$ cat src/kmhid_pkg.sv
// Shared types and constants for the key matrix HID report builder.
// No dependencies; imported by every module of the block.
`default_nettype none

package kmhid_pkg;

  localparam int ROWS       = 8;
  localparam int COLS       = 16;
  localparam int KEY_SLOTS  = 6;
  localparam int MAX_SLOTS  = 6;
  localparam int SLOT_IDX_W = (KEY_SLOTS > 1) ? $clog2(KEY_SLOTS) : 1;
  localparam int FIFO_DEPTH = 2;
  localparam int FIFO_PTR_W = (FIFO_DEPTH > 1) ? $clog2(FIFO_DEPTH) : 1;
  localparam int FIFO_CNT_W = $clog2(FIFO_DEPTH + 1);

  localparam logic [7:0] USAGE_NONE     = 8'h00;
  localparam logic [7:0] USAGE_ROLLOVER = 8'h01;

  localparam int APB_AW = 3;
  localparam logic REG_OVERFLOW_CODE = 1'b0;

  typedef struct packed {
    logic [2:0] row;
    logic [3:0] col;
    logic       closed;
    logic [7:0] usage;
    logic [7:0] mod_bits;
    logic       row_end;
  } in_t;

  typedef struct packed {
    logic [7:0] modifiers;
    logic [7:0] slot_0;
    logic [7:0] slot_1;
    logic [7:0] slot_2;
    logic [7:0] slot_3;
    logic [7:0] slot_4;
    logic [7:0] slot_5;
  } out_t;

  typedef enum logic [1:0] {
    EDGE_NONE    = 2'd0,
    EDGE_PRESS   = 2'd1,
    EDGE_RELEASE = 2'd2
  } edge_kind_e;

  typedef struct packed {
    edge_kind_e kind;
    logic [7:0] code;
    logic [7:0] mask;
    logic       row_end;
  } cmd_t;

endpackage

`default_nettype wire

$ cat src/kmhid_front.sv
// Front end: accepts key samples, tracks the pressed bitmap and classifies edges.
// Depends on kmhid_pkg; feeds edge commands to kmhid_fifo.
`default_nettype none

module kmhid_front
  import kmhid_pkg::*;
(
  input  wire logic clk_i,
  input  wire logic rst_ni,
  input  wire logic in_valid_i,
  output logic      in_ready_o,
  input  wire in_t  in_i,
  output logic      push_o,
  output cmd_t      cmd_o,
  input  wire logic full_i
);

  logic [COLS-1:0] pressed_q [ROWS];
  logic            accept;
  logic            in_range;
  logic            was;
  edge_kind_e      kind;

  assign in_ready_o = !full_i;
  assign accept     = in_valid_i && in_ready_o;
  assign in_range   = ({1'b0, in_i.row} < 4'(ROWS)) && ({1'b0, in_i.col} < 5'(COLS));
  assign was        = pressed_q[in_i.row][in_i.col];

  always_comb begin
    kind = EDGE_NONE;
    if (in_range) begin
      if (in_i.closed && !was) begin
        kind = EDGE_PRESS;
      end else if (!in_i.closed && was) begin
        kind = EDGE_RELEASE;
      end
    end
  end

  assign push_o        = accept && ((kind != EDGE_NONE) || in_i.row_end);
  assign cmd_o.kind    = kind;
  assign cmd_o.code    = in_i.usage;
  assign cmd_o.mask    = in_i.mod_bits;
  assign cmd_o.row_end = in_i.row_end;

  always_ff @(posedge clk_i or negedge rst_ni) begin
    if (!rst_ni) begin
      for (int r = 0; r < ROWS; r++) begin
        pressed_q[r] <= '0;
      end
    end else if (accept && (kind != EDGE_NONE)) begin
      pressed_q[in_i.row][in_i.col] <= (kind == EDGE_PRESS);
    end
  end

endmodule

`default_nettype wire

$ cat src/kmhid_fifo.sv
// Short command queue between the front end and the report back end.
// Depends on kmhid_pkg for cmd_t and the queue depth.
`default_nettype none

module kmhid_fifo
  import kmhid_pkg::*;
(
  input  wire logic clk_i,
  input  wire logic rst_ni,
  input  wire logic push_i,
  input  wire cmd_t cmd_i,
  output logic      full_o,
  output logic      valid_o,
  output cmd_t      cmd_o,
  input  wire logic pop_i
);

  cmd_t                  mem_q [FIFO_DEPTH];
  logic [FIFO_PTR_W-1:0] wr_q, wr_d, rd_q, rd_d;
  logic [FIFO_CNT_W-1:0] cnt_q, cnt_d;

  assign full_o  = (cnt_q == FIFO_CNT_W'(FIFO_DEPTH));
  assign valid_o = (cnt_q != '0);
  assign cmd_o   = mem_q[rd_q];

  always_comb begin
    wr_d  = wr_q;
    rd_d  = rd_q;
    cnt_d = cnt_q;
    if (push_i) begin
      wr_d = (wr_q == FIFO_PTR_W'(FIFO_DEPTH - 1)) ? '0 : wr_q + 1'b1;
    end
    if (pop_i) begin
      rd_d = (rd_q == FIFO_PTR_W'(FIFO_DEPTH - 1)) ? '0 : rd_q + 1'b1;
    end
    if (push_i && !pop_i) begin
      cnt_d = cnt_q + 1'b1;
    end else if (!push_i && pop_i) begin
      cnt_d = cnt_q - 1'b1;
    end
  end

  always_ff @(posedge clk_i or negedge rst_ni) begin
    if (!rst_ni) begin
      wr_q  <= '0;
      rd_q  <= '0;
      cnt_q <= '0;
    end else begin
      wr_q  <= wr_d;
      rd_q  <= rd_d;
      cnt_q <= cnt_d;
    end
  end

  always_ff @(posedge clk_i) begin
    if (push_i) begin
      mem_q[wr_q] <= cmd_i;
    end
  end

endmodule

`default_nettype wire

$ cat src/kmhid_back.sv
// Back end: applies edge commands to the slots and modifier byte, emits reports.
// Depends on kmhid_pkg; pops commands from kmhid_fifo.
`default_nettype none

module kmhid_back
  import kmhid_pkg::*;
(
  input  wire logic       clk_i,
  input  wire logic       rst_ni,
  input  wire logic       cmd_valid_i,
  input  wire cmd_t       cmd_i,
  output logic            pop_o,
  input  wire logic [7:0] overflow_code_i,
  output logic            out_valid_o,
  input  wire logic       out_ready_i,
  output out_t            out_o
);

  logic [7:0]            slots_q [MAX_SLOTS];
  logic [7:0]            slots_d [MAX_SLOTS];
  logic [7:0]            mods_q, mods_d;
  logic                  ovf_q, ovf_d;
  logic                  chg_q, chg_d;
  logic                  out_valid_q;
  out_t                  out_q;
  logic [KEY_SLOTS-1:0]  hit, free;
  logic [SLOT_IDX_W-1:0] free_idx;
  logic [7:0]            slot_val [MAX_SLOTS];
  logic                  emit;
  logic                  dup;

  always_comb begin
    for (int s = 0; s < MAX_SLOTS; s++) begin
      slots_d[s] = slots_q[s];
    end
    mods_d   = mods_q;
    ovf_d    = ovf_q;
    chg_d    = chg_q;
    free_idx = '0;
    for (int s = 0; s < KEY_SLOTS; s++) begin
      hit[s]  = (slots_q[s] == cmd_i.code);
      free[s] = (slots_q[s] == USAGE_NONE);
      if (free[s]) begin
        free_idx = SLOT_IDX_W'(s);
      end
    end
    case (cmd_i.kind)
      EDGE_PRESS: begin
        mods_d = mods_q | cmd_i.mask;
        chg_d  = 1'b1;
        if ((cmd_i.code != USAGE_NONE) && !(|hit)) begin
          if (|free) begin
            slots_d[free_idx] = cmd_i.code;
          end else begin
            ovf_d = 1'b1;
          end
        end
      end
      EDGE_RELEASE: begin
        mods_d = mods_q & ~cmd_i.mask;
        chg_d  = 1'b1;
        if (cmd_i.code != USAGE_NONE) begin
          for (int s = 0; s < KEY_SLOTS; s++) begin
            if (hit[s]) begin
              slots_d[s] = USAGE_NONE;
            end
          end
          if (|hit) begin
            ovf_d = 1'b0;
          end
        end
      end
      default: ;
    endcase
    for (int s = 0; s < MAX_SLOTS; s++) begin
      if (s < KEY_SLOTS) begin
        slot_val[s] = ovf_d ? overflow_code_i : slots_d[s];
      end else begin
        slot_val[s] = USAGE_NONE;
      end
    end
  end

  assign emit  = cmd_i.row_end && chg_d;
  assign pop_o = cmd_valid_i && (!emit || !out_valid_q || out_ready_i);

  always_ff @(posedge clk_i or negedge rst_ni) begin
    if (!rst_ni) begin
      for (int s = 0; s < MAX_SLOTS; s++) begin
        slots_q[s] <= USAGE_NONE;
      end
      mods_q      <= '0;
      ovf_q       <= 1'b0;
      chg_q       <= 1'b0;
      out_valid_q <= 1'b0;
    end else begin
      if (pop_o) begin
        for (int s = 0; s < MAX_SLOTS; s++) begin
          slots_q[s] <= slots_d[s];
        end
        mods_q <= mods_d;
        ovf_q  <= ovf_d;
        chg_q  <= chg_d && !emit;
      end
      if (pop_o && emit) begin
        out_valid_q <= 1'b1;
      end else if (out_ready_i) begin
        out_valid_q <= 1'b0;
      end
    end
  end

  always_ff @(posedge clk_i) begin
    if (pop_o && emit) begin
      out_q.modifiers <= mods_d;
      out_q.slot_0    <= slot_val[0];
      out_q.slot_1    <= slot_val[1];
      out_q.slot_2    <= slot_val[2];
      out_q.slot_3    <= slot_val[3];
      out_q.slot_4    <= slot_val[4];
      out_q.slot_5    <= slot_val[5];
    end
  end

  assign out_valid_o = out_valid_q;
  assign out_o       = out_q;

  always_comb begin
    dup = 1'b0;
    for (int a = 0; a < KEY_SLOTS; a++) begin
      for (int b = a + 1; b < KEY_SLOTS; b++) begin
        if ((slots_q[a] != USAGE_NONE) && (slots_q[a] == slots_q[b])) begin
          dup = 1'b1;
        end
      end
    end
  end

`ifndef SYNTHESIS
  a_ovf_full: assert property (@(posedge clk_i) disable iff (!rst_ni)
    ovf_q |-> !(|free))
    else $error("overflow set while a slot is free");

  a_no_dup: assert property (@(posedge clk_i) disable iff (!rst_ni)
    !dup)
    else $error("duplicate key code in slots");

  a_emit_clears: assert property (@(posedge clk_i) disable iff (!rst_ni)
    (pop_o && emit) |=> (!chg_q && out_valid_q))
    else $error("emitted report did not clear changed mark");

  a_stall_hold: assert property (@(posedge clk_i) disable iff (!rst_ni)
    (cmd_valid_i && emit && out_valid_q && !out_ready_i) |-> !pop_o)
    else $error("command retired over a pending report");
`endif

endmodule

`default_nettype wire

$ cat src/key_matrix_hid_report_builder.sv
// Top level of the key matrix HID report builder: APB register and the
// front end, command queue and back end. Depends on kmhid_pkg and all kmhid_* modules.
//
// Takes one matrix key sample per transfer and emits a 6-key boot keyboard
// report on the sample that ends a row whenever any key edge occurred since
// the last report. An input transfer is taken every cycle while the
// two-entry command queue has room; the back end retires one command per
// cycle unless halted, so sustained throughput is one sample per clock. The back
// end halts only on a row end that must emit while the previous report still waits
// in the output register; the queue then fills and in_ready_o drops. Samples
// with no edge and no row end never enter the queue. Register 0 at byte
// address 0 holds the code reported in all slots while in overflow (reset 1).
`default_nettype none

module key_matrix_hid_report_builder
  import kmhid_pkg::*;
(
  input  wire logic              clk_i,
  input  wire logic              rst_ni,
  input  wire logic              in_valid_i,
  output logic                   in_ready_o,
  input  wire in_t               in_i,
  output logic                   out_valid_o,
  input  wire logic              out_ready_i,
  output out_t                   out_o,
  input  wire logic              psel_i,
  input  wire logic              penable_i,
  input  wire logic              pwrite_i,
  input  wire logic [APB_AW-1:0] paddr_i,
  input  wire logic [31:0]       pwdata_i,
  output logic [31:0]            prdata_o,
  output logic                   pready_o
);

  logic [7:0] overflow_code_q;
  logic       push, full, cmd_valid, pop;
  cmd_t       cmd_in, cmd_out;

  assign pready_o = 1'b1;
  assign prdata_o = (paddr_i[2] == REG_OVERFLOW_CODE) ? {24'h0, overflow_code_q} : 32'h0;

  always_ff @(posedge clk_i or negedge rst_ni) begin
    if (!rst_ni) begin
      overflow_code_q <= USAGE_ROLLOVER;
    end else if (psel_i && penable_i && pwrite_i && pready_o &&
                 (paddr_i[2] == REG_OVERFLOW_CODE)) begin
      overflow_code_q <= pwdata_i[7:0];
    end
  end

  kmhid_front u_front (
    .clk_i      (clk_i),
    .rst_ni     (rst_ni),
    .in_valid_i (in_valid_i),
    .in_ready_o (in_ready_o),
    .in_i       (in_i),
    .push_o     (push),
    .cmd_o      (cmd_in),
    .full_i     (full)
  );

  kmhid_fifo u_fifo (
    .clk_i   (clk_i),
    .rst_ni  (rst_ni),
    .push_i  (push),
    .cmd_i   (cmd_in),
    .full_o  (full),
    .valid_o (cmd_valid),
    .cmd_o   (cmd_out),
    .pop_i   (pop)
  );

  kmhid_back u_back (
    .clk_i           (clk_i),
    .rst_ni          (rst_ni),
    .cmd_valid_i     (cmd_valid),
    .cmd_i           (cmd_out),
    .pop_o           (pop),
    .overflow_code_i (overflow_code_q),
    .out_valid_o     (out_valid_o),
    .out_ready_i     (out_ready_i),
    .out_o           (out_o)
  );

endmodule

`default_nettype wire
$ cat config.mk
export PLATFORM = sky130hd
export DESIGN_NAME = key_matrix_hid_report_builder
export DESIGN_NICKNAME = d
export VERILOG_FILES = /design/src/kmhid_pkg.sv /design/src/kmhid_front.sv /design/src/kmhid_fifo.sv /design/src/kmhid_back.sv /design/src/key_matrix_hid_report_builder.sv
export SDC_FILE = /design/constraint.sdc
export NUM_CORES = 1
export LEC_CHECK = 0
export BUFFER_PORTS_ARGS = -buffer_cell sky130_fd_sc_hd__buf_4
export CAP_MARGIN = 25
export CORE_ASPECT_RATIO = 0.9
export CORE_MARGIN = 4
export CORE_UTILIZATION = 45
export DETAILED_ROUTE_END_ITERATION = 7
export GPL_TIMING_DRIVEN = 0
export PLACE_DENSITY = 0.7
export SLEW_MARGIN = 20
export SYNTH_ARGS = -nofsm -noshare
export SYNTH_HDL_FRONTEND = slang
export SYNTH_SLANG_ARGS = --single-unit
$ cat constraint.sdc
create_clock -name clk_i -period 11.1 [get_ports clk_i]
set_input_delay 1.11 -clock clk_i [delete_from_list [all_inputs] [get_ports clk_i]]
set_output_delay 1.11 -clock clk_i [all_outputs]
set_load 0.02 [all_outputs]
# --- After elaboration in Yosys (flattened, before gate mapping) ---
# Memory sizes are Yosys's and may differ from the RTL's.
# Index checks and enable logic that the tools add are counted.
# Widths: inputs -> output; s select.
op_classes:
  addsub: 4
  n_lt_le_gt_ge: 6
  eq_ne: 10
  mux: 52
  bitwise_logic: 6
  reduce_logical: 43
op_table:
  columns: ["op", "count"]
  rows:
  - ["$mux 48", 3]
  - ["$bwmux 128", 1]
  - ["$mux 8", 14]
  - ["$pmux 48 s2", 1]
  - ["$bmux 16 s3", 1]
  - ["$bwmux 48", 1]
  - ["$demux 16 s3", 1]
  - ["$eq 8x8->1", 6]
  - ["$logic_not 8->1", 6]
  - ["$mux 16", 3]
  - ["$demux 8 s3", 1]
  - ["$logic_and 1x1->1", 18]
  - ["$pmux 8 s2", 1]
  - ["$mux 1", 14]
  - ["$mux 3", 4]
  - ["$reduce_or 6->1", 2]
  - ["$and 8x8->8", 1]
  - ["$ge 4x4->1 const B", 2]
  - ["$logic_not 1->1", 8]
  - ["$lt 4x1->1 const B", 2]
  - ["$mux 2", 4]
  - ["$not 3->4", 2]
  - ["$not 8->8", 1]
  - ["$or 8x8->8", 1]
  - ["other kinds (15)", 23]
totals:
  regBits: 255
  mem_bits_rw: 38
  out_inout_bits: 91
  wordCells: 151
  memories: 1
memory_table:
  columns: ["memory", "words", "width", "read_ports", "rd_clocked_by_memory_dff", "write_ports", "line_no", "source"]
  rows:
  - ["u_fifo.mem_q", 2, 19, 1, 0, 1, "kmhid_fifo.sv:18", "cmd_t mem_q [FIFO_DEPTH];"]

# --- Longest topological paths before layout ---
# Gate-level depths: netlist of the first run.
depth:
  ltp_word: 16
  mapped_depth: 16

# --- Cells and area by module ---
# Synthesis of the first run repeated with hierarchy kept, for this count alone.
hier_totals:
  cells_unflattened: 1290
  area_unflattened_um2: 15046.9
modules_own_cells:
  columns: ["module", "n_inst", "cells_per_inst", "area_each_um2"]
  rows:
  - ["kmhid_front", 1, 625, 6850.3]
  - ["kmhid_back", 1, 538, 5975.7]
  - ["kmhid_fifo", 1, 75, 1640.3]
  - ["key_matrix_hid_report_builder", 1, 52, 580.6]

# --- Least setup slack after synthesis of the first run ---
# Ideal clock, no wire load.
synth_path:
  kind: "flip-flop to flip-flop"
  start: "register u_fifo.rd_q"
  end: "register u_back.out_q (netlist bit u_back.out_o[0]), enable pin"
  setup_time_ns: 0.470
  arrival_time_ns: 5.105
  path_slack_ns: 5.525
  stages_incl_launch_ff: 14
  path_buffers: 5
  path_cell_list: "dfrtp_1 > buf_6 > buf_6 > buf_1 > mux2i_1 > inv_1 > ha_1 > inv_1 > o21ai_1 > o22a_1 > clkbuf_1 > inv_2 > clkbuf_1 > nor2_1"
synth_via:
  elab_chain_len: 10
synth_lines:
  columns: ["element", "line_no", "source"]
  rows:
  - ["start, declared", "kmhid_fifo.sv:19", "logic [FIFO_PTR_W-1:0] wr_q, wr_d, rd_q, rd_d;"]
  - ["start signal, assigned", "kmhid_fifo.sv:50", "rd_q <= rd_d;"]
  - ["$mem_v2 2x19 *", null, null]
  - ["$eq 2x1->1 / $eq 2x2->1 (equally long branches)", "kmhid_back.sv:47", "case (cmd_i.kind)"]
  - ["$reduce_or 2->1 (no source line)", null, null]
  - ["$mux 1", "kmhid_back.sv:47", null]
  - ["$logic_and 1x1->1 *", "kmhid_back.sv:84", "assign emit = cmd_i.row_end && chg_d;"]
  - ["$logic_not 1->1", "kmhid_back.sv:85", "assign pop_o = cmd_valid_i && (!emit || !out_valid_q || out_ready_i);"]
  - ["$logic_or 1x1->1 (2 in series)", "kmhid_back.sv:85", null]
  - ["$logic_and 1x1->1", "kmhid_back.sv:85", null]
  - ["$logic_and 1x1->1 *", "kmhid_back.sv:114", "if (pop_o && emit) begin"]
  - ["end, declared", "kmhid_back.sv:25", "out_t out_q;"]
# Mark *: on every way between the ends. The rest lies on a longest branch, timed or not.
# A chain may end at the register's enable or synchronous reset.

# --- Worst setup path after layout of the first run ---
layout_path:
  start: "input in_i[22] (netlist name)"
  end: "register u_front.pressed_q[1] (netlist name)"
layout_via:
  elab_chain_len: 11
layout_lines:
  columns: ["element", "line_no", "source"]
  rows:
  - ["start, declared", "key_matrix_hid_report_builder.sv:22", "input wire in_t in_i,"]
  - ["$not 3->4 *", "kmhid_front.sv:27, kmhid_front.sv:52", null]
  - ["$bmux 16 s3", "kmhid_front.sv:27", "assign was = pressed_q[in_i.row][in_i.col];"]
  - ["$mux 16 (implied by the code) (2 in series)", "kmhid_front.sv:27", null]
  - ["$bmux 1 s4", "kmhid_front.sv:27", null]
  - ["$mux 1 (implied by the code)", "kmhid_front.sv:27", null]
  - ["$logic_and 1x1->1 / $logic_not 1->1 (equally long branches)", "kmhid_front.sv:34, kmhid_front.sv:32", null]
  - ["$mux 2 / $logic_and 1x1->1 (equally long branches)", "kmhid_front.sv:34, kmhid_front.sv:32", null]
  - ["$mux 2", "kmhid_front.sv:32", "if (in_i.closed && !was) begin"]
  - ["$eq 2x1->1 / $reduce_bool 2->1 (equally long branches)", "kmhid_front.sv:52, kmhid_front.sv:51", null]
  - ["$bwmux 128 / $logic_and 1x1->1 (equally long branches)", "kmhid_front.sv:52, kmhid_front.sv:51", null]
  - ["end signal, assigned by index", "kmhid_front.sv:52", "pressed_q[in_i.row][in_i.col] <= (kind == EDGE_PRESS);"]
  - ["end, declared", "kmhid_front.sv:18", "logic [COLS-1:0] pressed_q [ROWS];"]
# Mark *: on every way between the ends. The rest lies on a longest branch, timed or not. The select of a mux whose other input is x is not followed.

==> results.toml, run 1 <==
[drt]
drtIter0Drc = 887
wl_um = 38910
drcViolationCount = 0
vias = 10520
firstDrtPassIters = 7
via_per_inst = 5.839
wire_per_inst_um = 21.59
antenna_left = 0

[floorplan]
core_region_area_um2 = 31060
die_area_um2 = 34620
ioPinCount = 158
start_util_pct = 45.92
die_w_um = 195.7
die_h_um = 176.9
rows = 61

[sta]
slew_viol_final = 0
clock_skew_ns = 0.03458
finalHoldViolCount = 0
setup_tns_ns = 0
fin_crit_ns = 5.774
maxSlewHeadroom_pct = 26.57
setup_viol = 0
max_slew.worst_pin.slew_ns = 1.097
fin_crit_sh_pct = 52.02
rsz0062_at_grt = "false"
max_freq_mhz = 173.2

[grt]
grt_pass1_vias = 10420
track_usage_pct = 21.93
grt.overflow.total = 0
grt_pass1_wl_um = 60240
grt.busiest_layer = "met2"
grt_use_met3_pct = 3.502
antenna_found_initial = 0
met2_usage_pct = 36.26
met1_usage_pct = 29.20
grt_max_degree = 79

[pwr]
seqPwrFrac_pct = 38.7
power.total_uw = 3892
p_comb_share_pct = 36.9
max-vdd-ir-drop_v = 0.0001523
powerDensity_nw_per_um2 = 232.8
p_int_uw = 2447
swShare_pct = 37.14
p_leak_uw = 0.007021
pwr-share-clk_pct = 24.4
p_sw_uw = 1445

[clock_network]
h-tree-depth = 1
tritoncts = "built"
cts_setup_buffers = 0
hold_buffers = 0
cts_sinks = 293
cts.root.buffer_cell = "clkbuf_16"
clkLatencyLatePin_ns = 0.57
path_clk_slew_ns = 0.06
cts.repair.resized = 0
cts_buffers = 30
cts_buffer_depth = 3

[placement]
dp_hpwl_um = 27210
portBuffers = 101
gp_congestion = 0.9197

[yosys]
synth_edf_count = 94
ys_warn_count = 0
yosysTopAreaCellShare_pct = 34.73
yosysMostFrequentCell = "dfrtp_1"
netlist_instances = 1207
ys_ff_latch = 293
synthTopCellsByCount = "dfrtp_1, mux2_2, nand2_1, edfxtp_1, nor2_1"
syn_avg_cell_area_um2 = 11.82
ys_seq_area_share_pct = 54.71
synth_area_leaders = "dfrtp_1, edfxtp_1, mux2_2"
netlist_area_um2 = 14260
synth_cell_types = 65
yosysTopAreaCell = "dfrtp_1"
synth_top_flop_cell = "dfrtp_1"
ys_async_sr_fraction_pct = 67.92

[finish]
fillCellCount = 2641
syn2layout_area_growth_pct = 17.22
nNetsFinal = 1443
multi_input_area_um2 = 6026
layout.area.seq_um2 = 7804
antenna_cells = 0
drive_gt1_share_pct = 26.35

[status]
status = "complete, no violations"

[critical_path]
cpPeakStageDelay_ns = 0.84
cp.required_ns = 11.53
critPathLaunchType = "input port"
cp_cell_sequence = "clkbuf_1 > nand2_1 > nor2_1 > clkbuf_1 > a22oi_1 > nand4_1 > o21ai_0 > o21ai_0 > mux4_2 > ha_1 > nor2_1 > clkbuf_1 > and2_1 > clkbuf_1 > nand2_1 > mux2_2"
crit_path_end_kind = "flop"
crit_fanout = 10
cpMostUsedCell = "clkbuf_1"
critical_path_arrival_ns = 6.20
crit_path_top_delay_cell = "nor2_1"
critPathKind = "input port to flop"

[worst_hold_path]
hp-class = "input port to asynchronous set/reset pin"

[run]
max_cap_viol_count = 0
-- kinds of logic after synthesis --
group	synth area share [%]
AO/OA/AOI/OAI	12.09
multiplexers	13.48
AND/OR/NAND/NOR	12.07
buffers and inverters	3.912
flip-flops	54.71
XOR/XNOR	3.254
adder cells (fa/ha/maj)	0.4386
other	0.05265
-- power groups by stage --
stage	clock, µW	combinational [µW]	sequential [µW]
floorplan	0	813	1630
global placement	0	1370	1540
detailed placement	0	1420	1530
CTS	966	1430	1510
global route	1010	1540	1530
finish	949	1440	1510
-- per-stage QoR --
step / hold slack [ns] / util, % / worst slack [ns] / cell area, µm² / std cells
final: 0.4892 / 53.83 / 5.326 / 16720 / 1802
after global placement: 0.4704 / 50.29 / 3.768 / 15620 / 1740
after CTS: 0.5056 / 53.83 / 5.507 / 16720 / 1802
after floorplan: 0.4555 / - / 5.525 / 14350 / 1230
after global routing: 0.5146 / 53.83 / 5.168 / 16720 / 1802
after detailed placement: 0.4939 / 50.85 / 4.905 / 15800 / 1748
-- worst max-delay path: cells and delay by family --
| kind | cells | cell delay, ns |
|---|---|---|
| adder cells (fa/ha/maj) | 1 | 0.27 |
| AO/OA/AOI/OAI | 3 | 0.50 |
| AND/OR/NAND/NOR | 6 | 1.80 |
| multiplexers | 2 | 0.64 |
| buffers and inverters | 4 | 1.85 |
-- state kept, by name, indices dropped and copies added, names as in the netlist --
register and count:
u_fifo.mem_q 38, u_fifo.wr_q 1, overflow_code_q 8, u_front.pressed_q 128, u_back.chg_q 1, u_back.slots_q 48
u_back.out_valid_o 1, u_fifo.cnt_q 2, u_back.ovf_q 1, u_back.out_o 56, u_back.mods_q 8, u_fifo.rd_q 1
-- worst paths after layout --
| kind | start | endpoint | slack, ns | cells past startpoint |
|---|---|---|---|---|
| min | rst_ni | u_front.pressed_q[68] | 0.49 | 1 |
| min in group clk_i | u_front.pressed_q[56] | u_front.pressed_q[56] | 0.51 | 1 |
| max | in_i[22] | u_front.pressed_q[1] | 5.33 | 16 |
| min reg2reg | u_front.pressed_q[56] | u_front.pressed_q[56] | 0.51 | 1 |
| max reg2reg | u_fifo.rd_q | u_back.out_o[45] | 6.16 | 15 |
| max in group asynchronous | rst_ni | u_fifo.cnt_q[1] | 9.84 | 2 |
-- cell type report --
| cell class | instances | area share [%] |
|---|---|---|
| clock buffer | 44 | 5.163 |
| inverter | 20 | 0.4490 |
| multi-input combinational | 822 | 36.04 |
| tap | 409 | 3.060 |
| timing repair buffer | 109 | 5.365 |
| clock inverter | 10 | 0.3667 |
| buffer | 95 | 2.888 |
| sequential | 293 | 46.67 |
-- layout by cell type, fill, tap and decap left out, drive strengths merged, types with 10 or more instances in the layout --
cell type,count
a21oi,15
a221o,31
a221oi,17
a22o,26
a22oi,62
and2,16
buf,151
clkbuf,97
conb,25
dfrtp,198
edfxtp,94
inv,20
mux2,141
mux2i,18
nand2,139
nand4,19
nor2,94
nor2b,10
nor3,13
nor4,28
o21ai,20
o2bb2ai,19
xnor2,50
-- per-layer routing --
layer | vias to the layer above | wire length (µm)
met5 | - | 0
met4 | 0 | 1496
met3 | 99 | 2599
met2 | 436 | 18970
met1 | 5243 | 15850
li1 | 4744 | -
Power figures use the tool's default switching activity.
==> inputs of run 2 (changes only) <==
- clock period: 11.1 -> 5.6 ns (I/O delays scaled with it)
==> run 2 against run 1 <==
Net effect:
- critical path depth stayed put
- clock power rose by 98%
- count of clock-buffer cells in the layout unchanged
- clock skew fell by 0.0019 ns
- first-iteration DRC count down 4.1%
- die area stayed put
==> results.toml, run 2 (synthesis results as in run 1) <==
[finish]
largest_reg_flops = 128
final_area_um2 = 16730
multi_input_area_um2 = 6026
drive_gt1_share_pct = 26.33
antenna_cells = 0
layout.area.seq_um2 = 7804
final_common_cell = "dfrtp_1"
nNetsFinal = 1444
top_register = "u_front.pressed_q"
fillCellCount = 2642
final_cell_mix = "dfrtp_1, mux2_2, nand2_1, buf_4, edfxtp_1"
syn2layout_area_growth_pct = 17.29

[sta]
clock_skew_ns = 0.03266
fin_crit_sh_pct = 92.38
maxSlewHeadroom_pct = 27.98
finalHoldViolCount = 0
rsz0062_at_grt = "false"
max_freq_mhz = 193.3
fin_crit_ns = 5.173
slew_viol_final = 0
setup_viol = 0
max_slew.worst_pin.slew_ns = 1.076

[grt]
grt.overflow.total = 0
grt_max_degree = 79
track_usage_pct = 21.93
grt_pass1_vias = 10410
grt_pass1_wl_um = 60220
antenna_found_initial = 0

[critical_path]
crit_path_top_delay_cell = "nor2_1"
crit_family = "buffers and inverters"
r2r_slack_ns = 0.66
critPathKind = "input port to flop"
crit_fanout = 10
r2r-start = "u_fifo.rd_q"
cp_cell_sequence = "clkbuf_1 > nand2_1 > nor2_1 > clkbuf_1 > a22oi_1 > nand4_1 > o21ai_0 > o21ai_0 > mux4_2 > ha_1 > nor2_1 > clkbuf_1 > and2_1 > clkbuf_1 > nand2_1 > mux2_2"
cp.required_ns = 6.03
ff2ff_path_depth = 15
critPathLaunchType = "input port"
cpMostUsedCell = "clkbuf_1"
cp.buffers_inverters = 4
cpPeakStageDelay_ns = 0.83
critical_path_arrival_ns = 5.60
r2r-end = "u_back.out_o[45]"
crit_path_end_kind = "flop"

[drt]
wire_per_inst_um = 21.61
antenna_left = 0
wl_um = 38960
drcViolationCount = 0
firstDrtPassIters = 5
via_per_inst = 5.860
drtIter0Drc = 851
vias = 10570

[floorplan]
die_area_um2 = 34620
die_h_um = 176.9
rows = 61
die_w_um = 195.7
start_util_pct = 45.92
core_region_area_um2 = 31060
ioPinCount = 158

[worst_hold_path]
hold_end = "u_fifo.mem_q[0][5]"
min_from = "in_i[5]"
hold_depth = 1
hp-class = "input port to flop"

[clock_network]
cts_sinks = 293
tritoncts = "built"
h-tree-depth = 1
cts_buffer_depth = 3
cts.root.buffer_cell = "clkbuf_16"
cts_buffers = 30
path_clk_slew_ns = 0.06
clkLatencyLatePin_ns = 0.57

[placement]
placed_area_um2 = 15800
portBuffers = 101
dp_hpwl_um = 27210
gp_congestion = 0.9197

[status]
status = "complete, no violations"

[pwr]
power.total_uw = 7719
max-vdd-ir-drop_v = 0.0003023
p_leak_uw = 0.007026
powerDensity_nw_per_um2 = 461.4

[run]
max_cap_viol_count = 0
[run 2: cell types whose count changed in the layout (fill, tap and decap cells not counted)]
cell and delta:
dlygate4sd3_1 +1
[run 2: final cells by class]
class,count,area share (%)
clock buffers,44,5.160
well taps,409,3.059
clock inverters,10,0.3664
multi-input cells,822,36.02
repair buffers,110,5.422
inverters,20,0.4487
flip-flops and latches,293,46.64
plain buffers,95,2.887
[run 2: how the worst max path moves through the flow]
stage	start	endpoint	slack (ns)	cells after the start
floorplan	u_fifo.rd_q	u_back.out_o[0]	0.02	13
global placement	u_fifo.rd_q	u_back.out_o[13]	-1.73	13
detailed placement	in_i[23]	u_front.pressed_q[1]	-0.05	16
CTS	in_i[22]	u_front.pressed_q[1]	0.56	16
global route	in_i[22]	u_front.pressed_q[117]	0.22	16
finish	in_i[23]	u_front.pressed_q[1]	0.43	16
[run 2: where the power goes]
group / total (µW) / switching (µW) / internal, µW
clock network: 1880 / 818 / 1060
logic: 2850 / 1800 / 1050
registers: 2990 / 247 / 2740
total: 7720 / 2870 / 4850
[run 2: through the flow]
| step | setup TNS (ns) | hold WS (ns) | utilization, % | worst slack [ns] | instances |
|---|---|---|---|---|---|
| floorplan | 0 | 0.2644 | - | 0.02456 | 1230 |
| global placement | -123.26 | 0.4704 | 50.29 | -1.732 | 1740 |
| detailed placement | -0.2859 | 0.4939 | 50.85 | -0.04549 | 1748 |
| CTS | 0 | 0.1520 | 53.86 | 0.5572 | 1803 |
| global route | 0 | 0.1561 | 53.86 | 0.2184 | 1803 |
| finish | 0 | 0.1741 | 53.86 | 0.4268 | 1803 |
[run 2: repair_timing]
item | 4_1_cts | 5_1_grt
resized for setup | 0 | 0
hold buffers | 1 | 0
buffers inserted | 0 | 0
endpoints found under the hold margin | 58 | 0
[run 2: metal layers]
layer / up-vias / global-route usage, % / routed length, µm
met4: 0 / 8.755 / 1651
met1: 5239 / 29.18 / 15950
li1: 4753 / - / -
met5: - / 0 / 0
met3: 116 / 3.502 / 2608
met2: 458 / 36.26 / 18750
